**src/rtl/core/mrd_pkg.sv**
```systemverilog
// Package with the word types, function codes and length decode of the request deframer.
package mrd_pkg;

  localparam int unsigned ByteW  = 8;
  localparam int unsigned IndexW = 9;

  localparam logic [ByteW-1:0] FcReadCoils        = 8'd1;
  localparam logic [ByteW-1:0] FcReadDiscrete     = 8'd2;
  localparam logic [ByteW-1:0] FcReadHolding      = 8'd3;
  localparam logic [ByteW-1:0] FcReadInput        = 8'd4;
  localparam logic [ByteW-1:0] FcWriteCoil        = 8'd5;
  localparam logic [ByteW-1:0] FcWriteRegister    = 8'd6;
  localparam logic [ByteW-1:0] FcReadException    = 8'd7;
  localparam logic [ByteW-1:0] FcDiagnostics      = 8'd8;
  localparam logic [ByteW-1:0] FcEventCounter     = 8'd11;
  localparam logic [ByteW-1:0] FcEventLog         = 8'd12;
  localparam logic [ByteW-1:0] FcWriteCoils       = 8'd15;
  localparam logic [ByteW-1:0] FcWriteRegisters   = 8'd16;
  localparam logic [ByteW-1:0] FcReportServerId   = 8'd17;
  localparam logic [ByteW-1:0] FcReadFileRecord   = 8'd20;
  localparam logic [ByteW-1:0] FcWriteFileRecord  = 8'd21;
  localparam logic [ByteW-1:0] FcMaskWrite        = 8'd22;
  localparam logic [ByteW-1:0] FcReadWriteMulti   = 8'd23;
  localparam logic [ByteW-1:0] FcReadFifo         = 8'd24;

  localparam logic [IndexW-1:0] LenShort   = 9'd4;
  localparam logic [IndexW-1:0] LenFifo    = 9'd6;
  localparam logic [IndexW-1:0] LenStd     = 9'd8;
  localparam logic [IndexW-1:0] LenMask    = 9'd10;
  localparam logic [IndexW-1:0] BaseMulti  = 9'd9;
  localparam logic [IndexW-1:0] BaseFile   = 9'd5;
  localparam logic [IndexW-1:0] BaseRw     = 9'd13;

  localparam logic [IndexW-1:0] PosMultiCount = 9'd6;
  localparam logic [IndexW-1:0] PosFileCount  = 9'd2;
  localparam logic [IndexW-1:0] PosRwCount    = 9'd10;

  typedef struct packed {
    logic [ByteW-1:0] rx_byte;
  } in_word_t;

  typedef struct packed {
    logic [ByteW-1:0]  frame_byte;
    logic [IndexW-1:0] byte_index;
    logic              frame_first;
    logic              frame_last;
    logic              bad_function;
  } out_word_t;

  typedef struct packed {
    logic              supported;
    logic              fixed;
    logic [IndexW-1:0] length;
  } fc_info_t;

  function automatic fc_info_t fc_decode(input logic [ByteW-1:0] fc);
    fc_info_t info;
    info = '{supported: 1'b1, fixed: 1'b1, length: LenStd};
    case (fc)
      FcReadCoils, FcReadDiscrete, FcReadHolding, FcReadInput,
      FcWriteCoil, FcWriteRegister, FcDiagnostics: info.length = LenStd;
      FcReadException, FcEventCounter, FcEventLog,
      FcReportServerId: info.length = LenShort;
      FcMaskWrite: info.length = LenMask;
      FcReadFifo: info.length = LenFifo;
      FcWriteCoils, FcWriteRegisters, FcReadFileRecord,
      FcWriteFileRecord, FcReadWriteMulti: info.fixed = 1'b0;
      default: begin
        info.supported = 1'b0;
        info.fixed     = 1'b0;
      end
    endcase
    return info;
  endfunction

endpackage

```
**src/rtl/core/mrd_stream_if.sv**
```systemverilog
// Valid/ready stream interface that carries one word of a given payload type.
interface mrd_stream_if #(
  parameter type payload_t = logic
);
  logic     valid;
  logic     ready;
  payload_t data;

  modport source (output valid, output data, input ready);
  modport sink (input valid, input data, output ready);
endinterface

```
**src/rtl/core/modbus_request_deframer_core.sv**
```systemverilog
// Modbus RTU request deframer: splits a request byte stream into frames by function code.
// The block takes one request byte per cycle unless the output stalls and returns it from
// an output register, tagged with its frame index and with first and last marks. The frame
// length comes from the function code in byte 1, either fixed or as a base plus the byte
// count found later in the frame; the CRC is not checked. An unsupported function code
// returns byte 1 with bad_function and frame_last set, and the next byte starts a new frame.
// Throughput is one word per cycle, set by the single output register, which takes a new
// word whenever it is empty or its word is taken in the same cycle.
module modbus_request_deframer_core (
  input  logic         clk_i,
  input  logic         rst_ni,
  mrd_stream_if.sink   rx_i,
  mrd_stream_if.source frame_o
);

  logic [mrd_pkg::IndexW-1:0] pos_q, pos_d;
  logic [mrd_pkg::ByteW-1:0]  func_q, func_d;
  logic [mrd_pkg::IndexW-1:0] len_q, len_d;
  logic                       known_q, known_d;
  logic                       out_valid_q;
  mrd_pkg::out_word_t         out_q, out_d;

  logic                       accept;
  logic [mrd_pkg::ByteW-1:0]  b;
  mrd_pkg::fc_info_t          info;
  logic                       bad, last;
  logic [mrd_pkg::IndexW:0]   pos_inc;

  assign rx_i.ready    = !out_valid_q || frame_o.ready;
  assign accept        = rx_i.valid && rx_i.ready;
  assign b             = rx_i.data.rx_byte;
  assign info          = mrd_pkg::fc_decode(b);
  assign pos_inc       = {1'b0, pos_q} + {{mrd_pkg::IndexW{1'b0}}, 1'b1};
  assign frame_o.valid = out_valid_q;
  assign frame_o.data  = out_q;

  always_comb begin
    func_d  = func_q;
    len_d   = len_q;
    known_d = known_q;
    bad     = 1'b0;
    if (pos_q == '0) begin
      func_d  = '0;
      len_d   = '0;
      known_d = 1'b0;
    end else if (pos_q == mrd_pkg::IndexW'(1)) begin
      func_d = b;
      if (!info.supported) begin
        bad = 1'b1;
      end else if (info.fixed) begin
        len_d   = info.length;
        known_d = 1'b1;
      end
    end else if (!known_q) begin
      if ((func_q == mrd_pkg::FcWriteCoils || func_q == mrd_pkg::FcWriteRegisters)
          && pos_q == mrd_pkg::PosMultiCount) begin
        len_d   = mrd_pkg::BaseMulti + {1'b0, b};
        known_d = 1'b1;
      end else if ((func_q == mrd_pkg::FcReadFileRecord
                    || func_q == mrd_pkg::FcWriteFileRecord)
                   && pos_q == mrd_pkg::PosFileCount) begin
        len_d   = mrd_pkg::BaseFile + {1'b0, b};
        known_d = 1'b1;
      end else if (func_q == mrd_pkg::FcReadWriteMulti && pos_q == mrd_pkg::PosRwCount) begin
        len_d   = mrd_pkg::BaseRw + {1'b0, b};
        known_d = 1'b1;
      end
    end
    last = bad || (known_d && pos_inc >= {1'b0, len_d});

    out_d.frame_byte   = b;
    out_d.byte_index   = pos_q;
    out_d.frame_first  = (pos_q == '0);
    out_d.frame_last   = last;
    out_d.bad_function = bad;

    if (last) begin
      pos_d   = '0;
      func_d  = '0;
      len_d   = '0;
      known_d = 1'b0;
    end else begin
      pos_d = pos_inc[mrd_pkg::IndexW-1:0];
    end
  end

  always_ff @(posedge clk_i or negedge rst_ni) begin
    if (!rst_ni) begin
      pos_q       <= '0;
      func_q      <= '0;
      len_q       <= '0;
      known_q     <= 1'b0;
      out_valid_q <= 1'b0;
    end else begin
      if (accept) begin
        pos_q   <= pos_d;
        func_q  <= func_d;
        len_q   <= len_d;
        known_q <= known_d;
      end
      if (rx_i.ready) begin
        out_valid_q <= rx_i.valid;
      end
    end
  end

  always_ff @(posedge clk_i) begin
    if (accept) begin
      out_q <= out_d;
    end
  end

  a_first_at_zero: assert property (@(posedge clk_i) disable iff (!rst_ni)
    out_valid_q && out_q.frame_first |-> out_q.byte_index == '0)
    else $error("frame_first on a word whose index is not zero");

  a_bad_ends_frame: assert property (@(posedge clk_i) disable iff (!rst_ni)
    out_valid_q && out_q.bad_function |->
      out_q.frame_last && out_q.byte_index == mrd_pkg::IndexW'(1))
    else $error("bad_function without frame end at byte 1");

  a_last_restarts: assert property (@(posedge clk_i) disable iff (!rst_ni)
    accept && last |=> pos_q == '0 && !known_q)
    else $error("frame did not restart after its last word");

  a_pos_below_len: assert property (@(posedge clk_i) disable iff (!rst_ni)
    known_q |-> pos_q < len_q)
    else $error("position reached the known frame length");

endmodule

```
**src/flat_wrapper.sv**
```systemverilog
// flat-port wrapper written by rule: the top's interface ports become plain ports
module modbus_request_deframer_core_flat 
  (clk_i, rst_ni, rx_i_valid, rx_i_data, rx_i_ready, frame_o_valid, frame_o_data, frame_o_ready);
  mrd_stream_if #(.payload_t(mrd_pkg::in_word_t)) rx_i_i ();
  mrd_stream_if #(.payload_t(mrd_pkg::out_word_t)) frame_o_i ();
  input  logic clk_i;
  input  logic rst_ni;
  input wire logic [$bits(rx_i_i.valid)-1:0] rx_i_valid;
  input wire logic [$bits(rx_i_i.data)-1:0] rx_i_data;
  output wire logic [$bits(rx_i_i.ready)-1:0] rx_i_ready;
  output wire logic [$bits(frame_o_i.valid)-1:0] frame_o_valid;
  output wire logic [$bits(frame_o_i.data)-1:0] frame_o_data;
  input wire logic [$bits(frame_o_i.ready)-1:0] frame_o_ready;
  assign rx_i_i.valid = rx_i_valid;
  assign rx_i_i.data = rx_i_data;
  assign rx_i_ready = rx_i_i.ready;
  assign frame_o_valid = frame_o_i.valid;
  assign frame_o_data = frame_o_i.data;
  assign frame_o_i.ready = frame_o_ready;
  modbus_request_deframer_core u_core (.clk_i(clk_i), .rst_ni(rst_ni), .rx_i(rx_i_i), .frame_o(frame_o_i));
endmodule
```
**config.mk**
```make
export PLATFORM = sky130hd
export DESIGN_NAME = modbus_request_deframer_core_flat
export DESIGN_NICKNAME = d
export VERILOG_FILES = /design/src/rtl/core/mrd_pkg.sv /design/src/rtl/core/mrd_stream_if.sv /design/src/rtl/core/modbus_request_deframer_core.sv /design/src/flat_wrapper.sv
export SDC_FILE = /design/constraint.sdc
export NUM_CORES = 1
export LEC_CHECK = 0
export BUFFER_PORTS_ARGS = -buffer_cell sky130_fd_sc_hd__buf_2
export CAP_MARGIN = 40
export CORE_MARGIN = 4
export CORE_UTILIZATION = 60
export CTS_CLUSTER_SIZE = 25
export DETAILED_ROUTE_END_ITERATION = 12
export GPL_TIMING_DRIVEN = 0
export PLACE_DENSITY = 0.77
export SYNTH_ARGS = -nofsm -noshare
export SYNTH_HDL_FRONTEND = slang
export SYNTH_SLANG_ARGS = --single-unit
```
**constraint.sdc**
```tcl
create_clock -name clk_i -period 9.3 [get_ports clk_i]
set_clock_uncertainty 0.15 [all_clocks]
set_input_delay 1.86 -clock clk_i [delete_from_list [all_inputs] [get_ports clk_i]]
set_output_delay 1.86 -clock clk_i [all_outputs]
set_load 0.01 [all_outputs]
```
* After elaboration in Yosys (flattened, before gate mapping)
Cells that the tools add are included.
Widths: inputs -> output; s select.
** Storage, ports and cells
- Bits in registers :: 48
- Input bits :: 12
** Operators by class
- Add/subtract/negate cells :: 4
- Magnitude comparators :: 1
- Equal/unequal tests :: 27
- Multiplexer cells :: 28
- Reduce and logical (&&, ||, !) cells :: 16
** Operators by type and width (number)
- $mux 9 :: 10
- $eq 8x5->1 const B :: 11
- $eq 8x4->1 const B :: 5
- $eq 8x3->1 const B :: 4
- $mux 8 :: 3
- $add 4x8->9 const A :: 2
- $reduce_or 18->1 :: 1
- $eq 8x2->1 const B :: 2
- $mux 1 :: 14
- $reduce_or 13->1 :: 1
- $pmux 4 s3 :: 1
- $add 9x1->10 const B :: 1
- $ge 10x9->1 :: 1
- $add 3x8->9 const A :: 1
- $eq 9x1->1 const B :: 1
- $eq 9x2->1 const B :: 1
- $eq 9x3->1 const B :: 1
- $eq 9x4->1 const B :: 1
- $logic_not 9->1 :: 1
- $eq 8x1->1 const B :: 1
- $logic_and 1x1->1 :: 5
- $logic_or 1x1->1 :: 4
- $reduce_or 4->1 :: 1
- $reduce_bool 3->1 :: 1
- other kinds (2) :: 2

* Logic depth before layout (Yosys ltp)
- Depth in word-level cells :: 13
- Mapped depth :: 19
- Mapped depth without buffers :: 18

* Least setup slack after synthesis
Ideal clock, no wire load.
- Kind :: input to register
- Start point :: input port rx_i_data[0]
- End point :: register u_core.len_q[4] in the netlist's numbering
- Library setup time :: 0.110 ns
- Arrival :: 5.055 ns
- Data required time :: 9.040 ns
- Path slack :: 3.985 ns
- Cell stages on the path :: 16
- Cell sequence :: inv_1 ha_1 mux2_2 a211oi_1 a21oi_1 a21o_1 or3_4 ha_1 o211ai_1 nor2_1 a22oi_1 o211ai_1 o21ai_1 buf_4 nand3_1 o41ai_1
** Between the ends
- Cells in the longest elaborated chain, start to end :: 11
- Elaborated cells on any way between the ends :: 46
- Those cells by class :: add/sub (3); order compare (1); eq/ne (18); mux (19); reduce/logical (5)
** RTL lines
- start, declared :: RTL line flat_wrapper.sv:9 : input wire logic [$bits(rx_i_i.data)-1:0] rx_i_data;
- $add 4x8->9 (tied with other cells) :: RTL line modbus_request_deframer_core.sv:65 : len_d = mrd_pkg::BaseRw + {1'b0, b};
- $mux 9 (tied with other cells) :: RTL line modbus_request_deframer_core.sv:64 : end else if (func_q == mrd_pkg::FcReadWriteMulti && pos_q == mrd_pkg::PosRwCount) begin
- $mux 9 (tied with other cells) :: RTL line modbus_request_deframer_core.sv:59 : end else if ((func_q == mrd_pkg::FcReadFileRecord
- $mux 9 (on tied branches) :: RTL line modbus_request_deframer_core.sv:55, modbus_request_deframer_core.sv:50
- $mux 9 (on tied branches) :: RTL line modbus_request_deframer_core.sv:54, modbus_request_deframer_core.sv:48
- $mux 9 :: RTL line modbus_request_deframer_core.sv:46 : end else if (pos_q == mrd_pkg::IndexW'(1)) begin
- $mux 9 :: RTL line modbus_request_deframer_core.sv:42 : if (pos_q == '0) begin
- $ge 10x9->1 :: RTL line modbus_request_deframer_core.sv:69 : last = bad || (known_d && pos_inc >= {1'b0, len_d});
- $logic_and 1x1->1 :: RTL line modbus_request_deframer_core.sv:69
- $logic_or 1x1->1 :: RTL line modbus_request_deframer_core.sv:69
- $mux 9 (*) :: RTL line modbus_request_deframer_core.sv:77 : if (last) begin
- end signal, assigned :: RTL line modbus_request_deframer_core.sv:98 : len_q <= len_d;
- end, declared :: RTL line modbus_request_deframer_core.sv:18 : logic [mrd_pkg::IndexW-1:0] len_q, len_d;
Every way passes the cells marked *; elsewhere a longest branch is shown, timed or not.
A chain may end at the register's enable or synchronous reset.

* Final worst setup path
- Start point :: input port rx_i_data[0]
- End point :: register u_core.func_q[1] in the netlist's numbering
** Between the ends
- Cells in the longest elaborated chain, start to end :: 12
- Elaborated cells on any way between the ends :: 48
- Those cells by class :: add/sub (3); order compare (1); eq/ne (18); mux (19); reduce/logical (7)
** RTL lines
- $add 4x8->9 (tied with other cells) :: RTL line modbus_request_deframer_core.sv:65
- $mux 9 (tied with other cells) :: RTL line modbus_request_deframer_core.sv:64
- $mux 9 (tied with other cells) :: RTL line modbus_request_deframer_core.sv:59
- $mux 9 (on tied branches) :: RTL line modbus_request_deframer_core.sv:55, modbus_request_deframer_core.sv:50
- $mux 9 (on tied branches) :: RTL line modbus_request_deframer_core.sv:54, modbus_request_deframer_core.sv:48
- $mux 9 :: RTL line modbus_request_deframer_core.sv:46
- $mux 9 :: RTL line modbus_request_deframer_core.sv:42
- $ge 10x9->1 :: RTL line modbus_request_deframer_core.sv:69
- $logic_and 1x1->1 :: RTL line modbus_request_deframer_core.sv:69
- $logic_or 1x1->1 (*) :: RTL line modbus_request_deframer_core.sv:69
- $reduce_bool 3->1 (no source line)
- $reduce_and 2->1 (no source line)
- end signal, assigned :: RTL line modbus_request_deframer_core.sv:97 : func_q <= func_d;
- end, declared :: RTL line modbus_request_deframer_core.sv:17 : logic [mrd_pkg::ByteW-1:0] func_q, func_d;
Marked as above.

==> results.yml <==
detailed_routing:
  vias: 3153
  drtAntennaViolNets: 0
  drtIter0Drc: 468
  post_drt_via_cell_ratio: 6.50
  drcViolationCount: 0
  wl_per_cell_um: 18.4
  firstDrtPassIters: 5
  detail_route.wirelength_mm: 8.90
worst_setup_path:
  critPathKind: "input pin to register"
  crit_required_ns: 9.33
  cpPeakStageDelay_ns: 0.62
  cp_max_fo: 10
  cpMaxStageDelayCell: "o21ai_0"
  critical_path.endpoint_type: "register"
  cp.arrival_ns: 6.19
  path_cells: "buf_2, inv_1, ha_1, mux2_2, a211oi_1, a21oi_1, a21o_1, or3_4, ha_1, o211ai_1, nor2_1, a22oi_1, o211ai_1, o21ai_0, or2_1, buf_2, o31ai_1"
  worstReg2RegStart: "u_core.pos_q[0]$_DFFE_PN0P_"
  startpoint: "rx_i_data[0]"
  start_kind: "input pin"
clocking:
  cts_hold_repair.buffers: 0
  path_clk_slew_ns: 0.09
  insertion_delay_ns: 0.30
  root_buffer: "clkbuf_8"
  cts_buffers: 5
  cts.sinks: 48
  cts_resized: 0
  post_cts_buffers: 0
  cts_htree_levels: 2
  clk_path_buf_depth: 2
  cts_tree: "built"
floorplanning:
  coreArea_um2: 5510
  initial_utilization_pct: 61.6
  die_h_um: 83.2
  die_w_um: 83.2
  die_area_um2: 6920
  rows: 27
  pin_count: 34
global_routing:
  grt_pass1_wl_mm: 14.8
  grt_max_degree: 30
  antenna_found_initial: 0
  grt-ovfl-total: 0
  grt.total_usage_pct: 26.4
  grt_pass1_vias: 2914
power:
  power_leakage_nw: 1.50
  ir_drop_uv: 115
  powerDensity_nw_per_um2: 155
  finalPower_uw: 578
synthesis:
  ys_seq_area_share_pct: 38.4
  netlist_area_um2: 3390
  synth_top_area_share_pct: 20.7
  syn_nets: 402
  syn_area_per_cell_um2: 9.11
  synth.most_common_cell: "nand2_1"
  async_reset_ff_share_pct: 58.3
  synth_edf_count: 20
  yosys.area.top_type: "dfrtp_1"
  yosys-top-cells-area: "dfrtp_1 (21%), edfxtp_1 (18%), ha_1 (6.6%)"
  ys_ff_latch: 48
  netlist_top_cells_count: "nand2_1 (38), dfrtp_1 (28), nor2_1 (21)"
  yosysWarnings: 0
  synth-main-ff-cell: "dfrtp_1"
  synth_cell_types: 76
  syn_inst: 372
cells_and_area:
  num_antenna_cells: 0
  nFillCells: 449
  drive_gt1_share_pct: 15.0
  area.growth.synth_to_final_pct: 10.2
  fin_nets: 442
placed_design:
  place_hpwl_mm: 6.52
  dp_slack_ns: 2.93
  place_congestion: 0.916
  io_buffers: 33
status:
  status: "finished, final reports clean"
sta:
  hold_violations: 0
  rsz0062_at_grt: "no"
  slew_headroom_pct: 50.3
  fin_crit_sh_pct: 66.2
  setup_tns_ns: 0
  final_max_slew_viol_count: 0
  period_minus_slack_ns: 6.16
  layout_setup_ws_ns: 3.14
  worst_slew_pin_slew_ns: 0.738
  finalSetupViolations: 0
  fmax_mhz: 162
hold_path:
  min_path_type: "register to register"
  hp-start: "u_core.pos_q[8]$_DFFE_PN0P_"
job:
  drv_cap: 0
-- final timing paths --
kind | to | slack, ns | cells after the start
min in group asynchronous | u_core.func_q[6]$_DFFE_PN0P_ | 1.43 | 1
worst min-delay path | u_core.frame_o.data[11]$_DFFE_PP_ | 0.30 | 0
worst max register to register | u_core.func_q[1]$_DFFE_PN0P_ | 4.14 | 18
worst min register to register | u_core.frame_o.data[11]$_DFFE_PP_ | 0.30 | 0
worst max-delay path | u_core.func_q[1]$_DFFE_PN0P_ | 3.14 | 17
max in group asynchronous | u_core.pos_q[7]$_DFFE_PN0P_ | 7.15 | 1
-- placed cells by master (no fill, tap or decap), types with 6 or more instances in the layout --
cell type and count:
buf_2 38, nand2_1 38, dfrtp_1 28, nor2_1 21
edfxtp_1 20, a21oi_1 19, o21ai_0 19, ha_1 18
nand3_1 14, clkbuf_1 14, o21ai_1 14, inv_1 12
nor3_1 11, nand4_1 10, o211ai_1 8, nand2b_1 6
a31oi_1 6
-- critical path: cells and delay by family --
kind	cells	cell delay [ns]
and+or+nand+nor	3	0.68
buffers and inverters	3	0.48
AOI/OAI and AO/OA	8	2.28
adders and majority gates	2	0.59
muxes	1	0.30
-- through the flow --
stage | hold slack [ns] | instance area [um2] | instances | util [%]
5_1_grt | 0.314 | 3740 | 485 | 67.8
3_5_place_dp | 0.282 | 3650 | 477 | 66.2
6_report | 0.301 | 3740 | 485 | 67.8
4_1_cts | 0.305 | 3740 | 485 | 67.8
2_1_floorplan | 0.270 | 3390 | 372 | -
3_3_place_gp | 0.274 | 3650 | 477 | 66.2
-- flip-flops by register name (all words and copies together) (netlist names) --
register	cells
u_core.pos_q	9
u_core.func_q	8
u_core.frame_o.data	20
u_core.frame_o.valid	1
u_core.len_q	9
u_core.known_q	1
-- kinds of logic after synthesis --
family	Yosys count	synth area share, %
buf+inv	37	4.87
mux	4	1.25
xor+xnor	10	2.58
compound gates	113	22.7
simple gates	141	23.2
flops	48	38.4
fa+ha+maj	19	6.94
-- layout make-up --
| class | instances | area [um2] | area share, % |
|---|---|---|---|
| multi-input combinational | 287 | 1920 | 51.5 |
| sequential | 48 | 1300 | 34.8 |
| timing repair buffer | 33 | 165 | 4.42 |
| buffer | 23 | 114 | 3.05 |
| tap | 72 | 90.1 | 2.41 |
| clock buffer | 6 | 72.6 | 1.94 |
| inverter | 14 | 52.6 | 1.41 |
| clock inverter | 2 | 16.3 | 0.435 |
-- per-layer routing --
layer  global-route usage (%)  up-vias  wire length (um)
met4                     8.02        0               193
met5                        0        -                 0
met3                     4.66       20               831
met1                     37.4     1486              3760
met2                     41.3      168              4120
li1                         -     1479                 -
-- power by group --
part / internal [mW] / switching (mW) / leakage, nW
Combinational: 0.0705 / 0.115 / 0.914
Clock: 0.0536 / 0.0710 / 0.0414
Sequential: 0.246 / 0.0221 / 0.547
Total: 0.370 / 0.208 / 1.50
(Power assumes the default switching activity.)
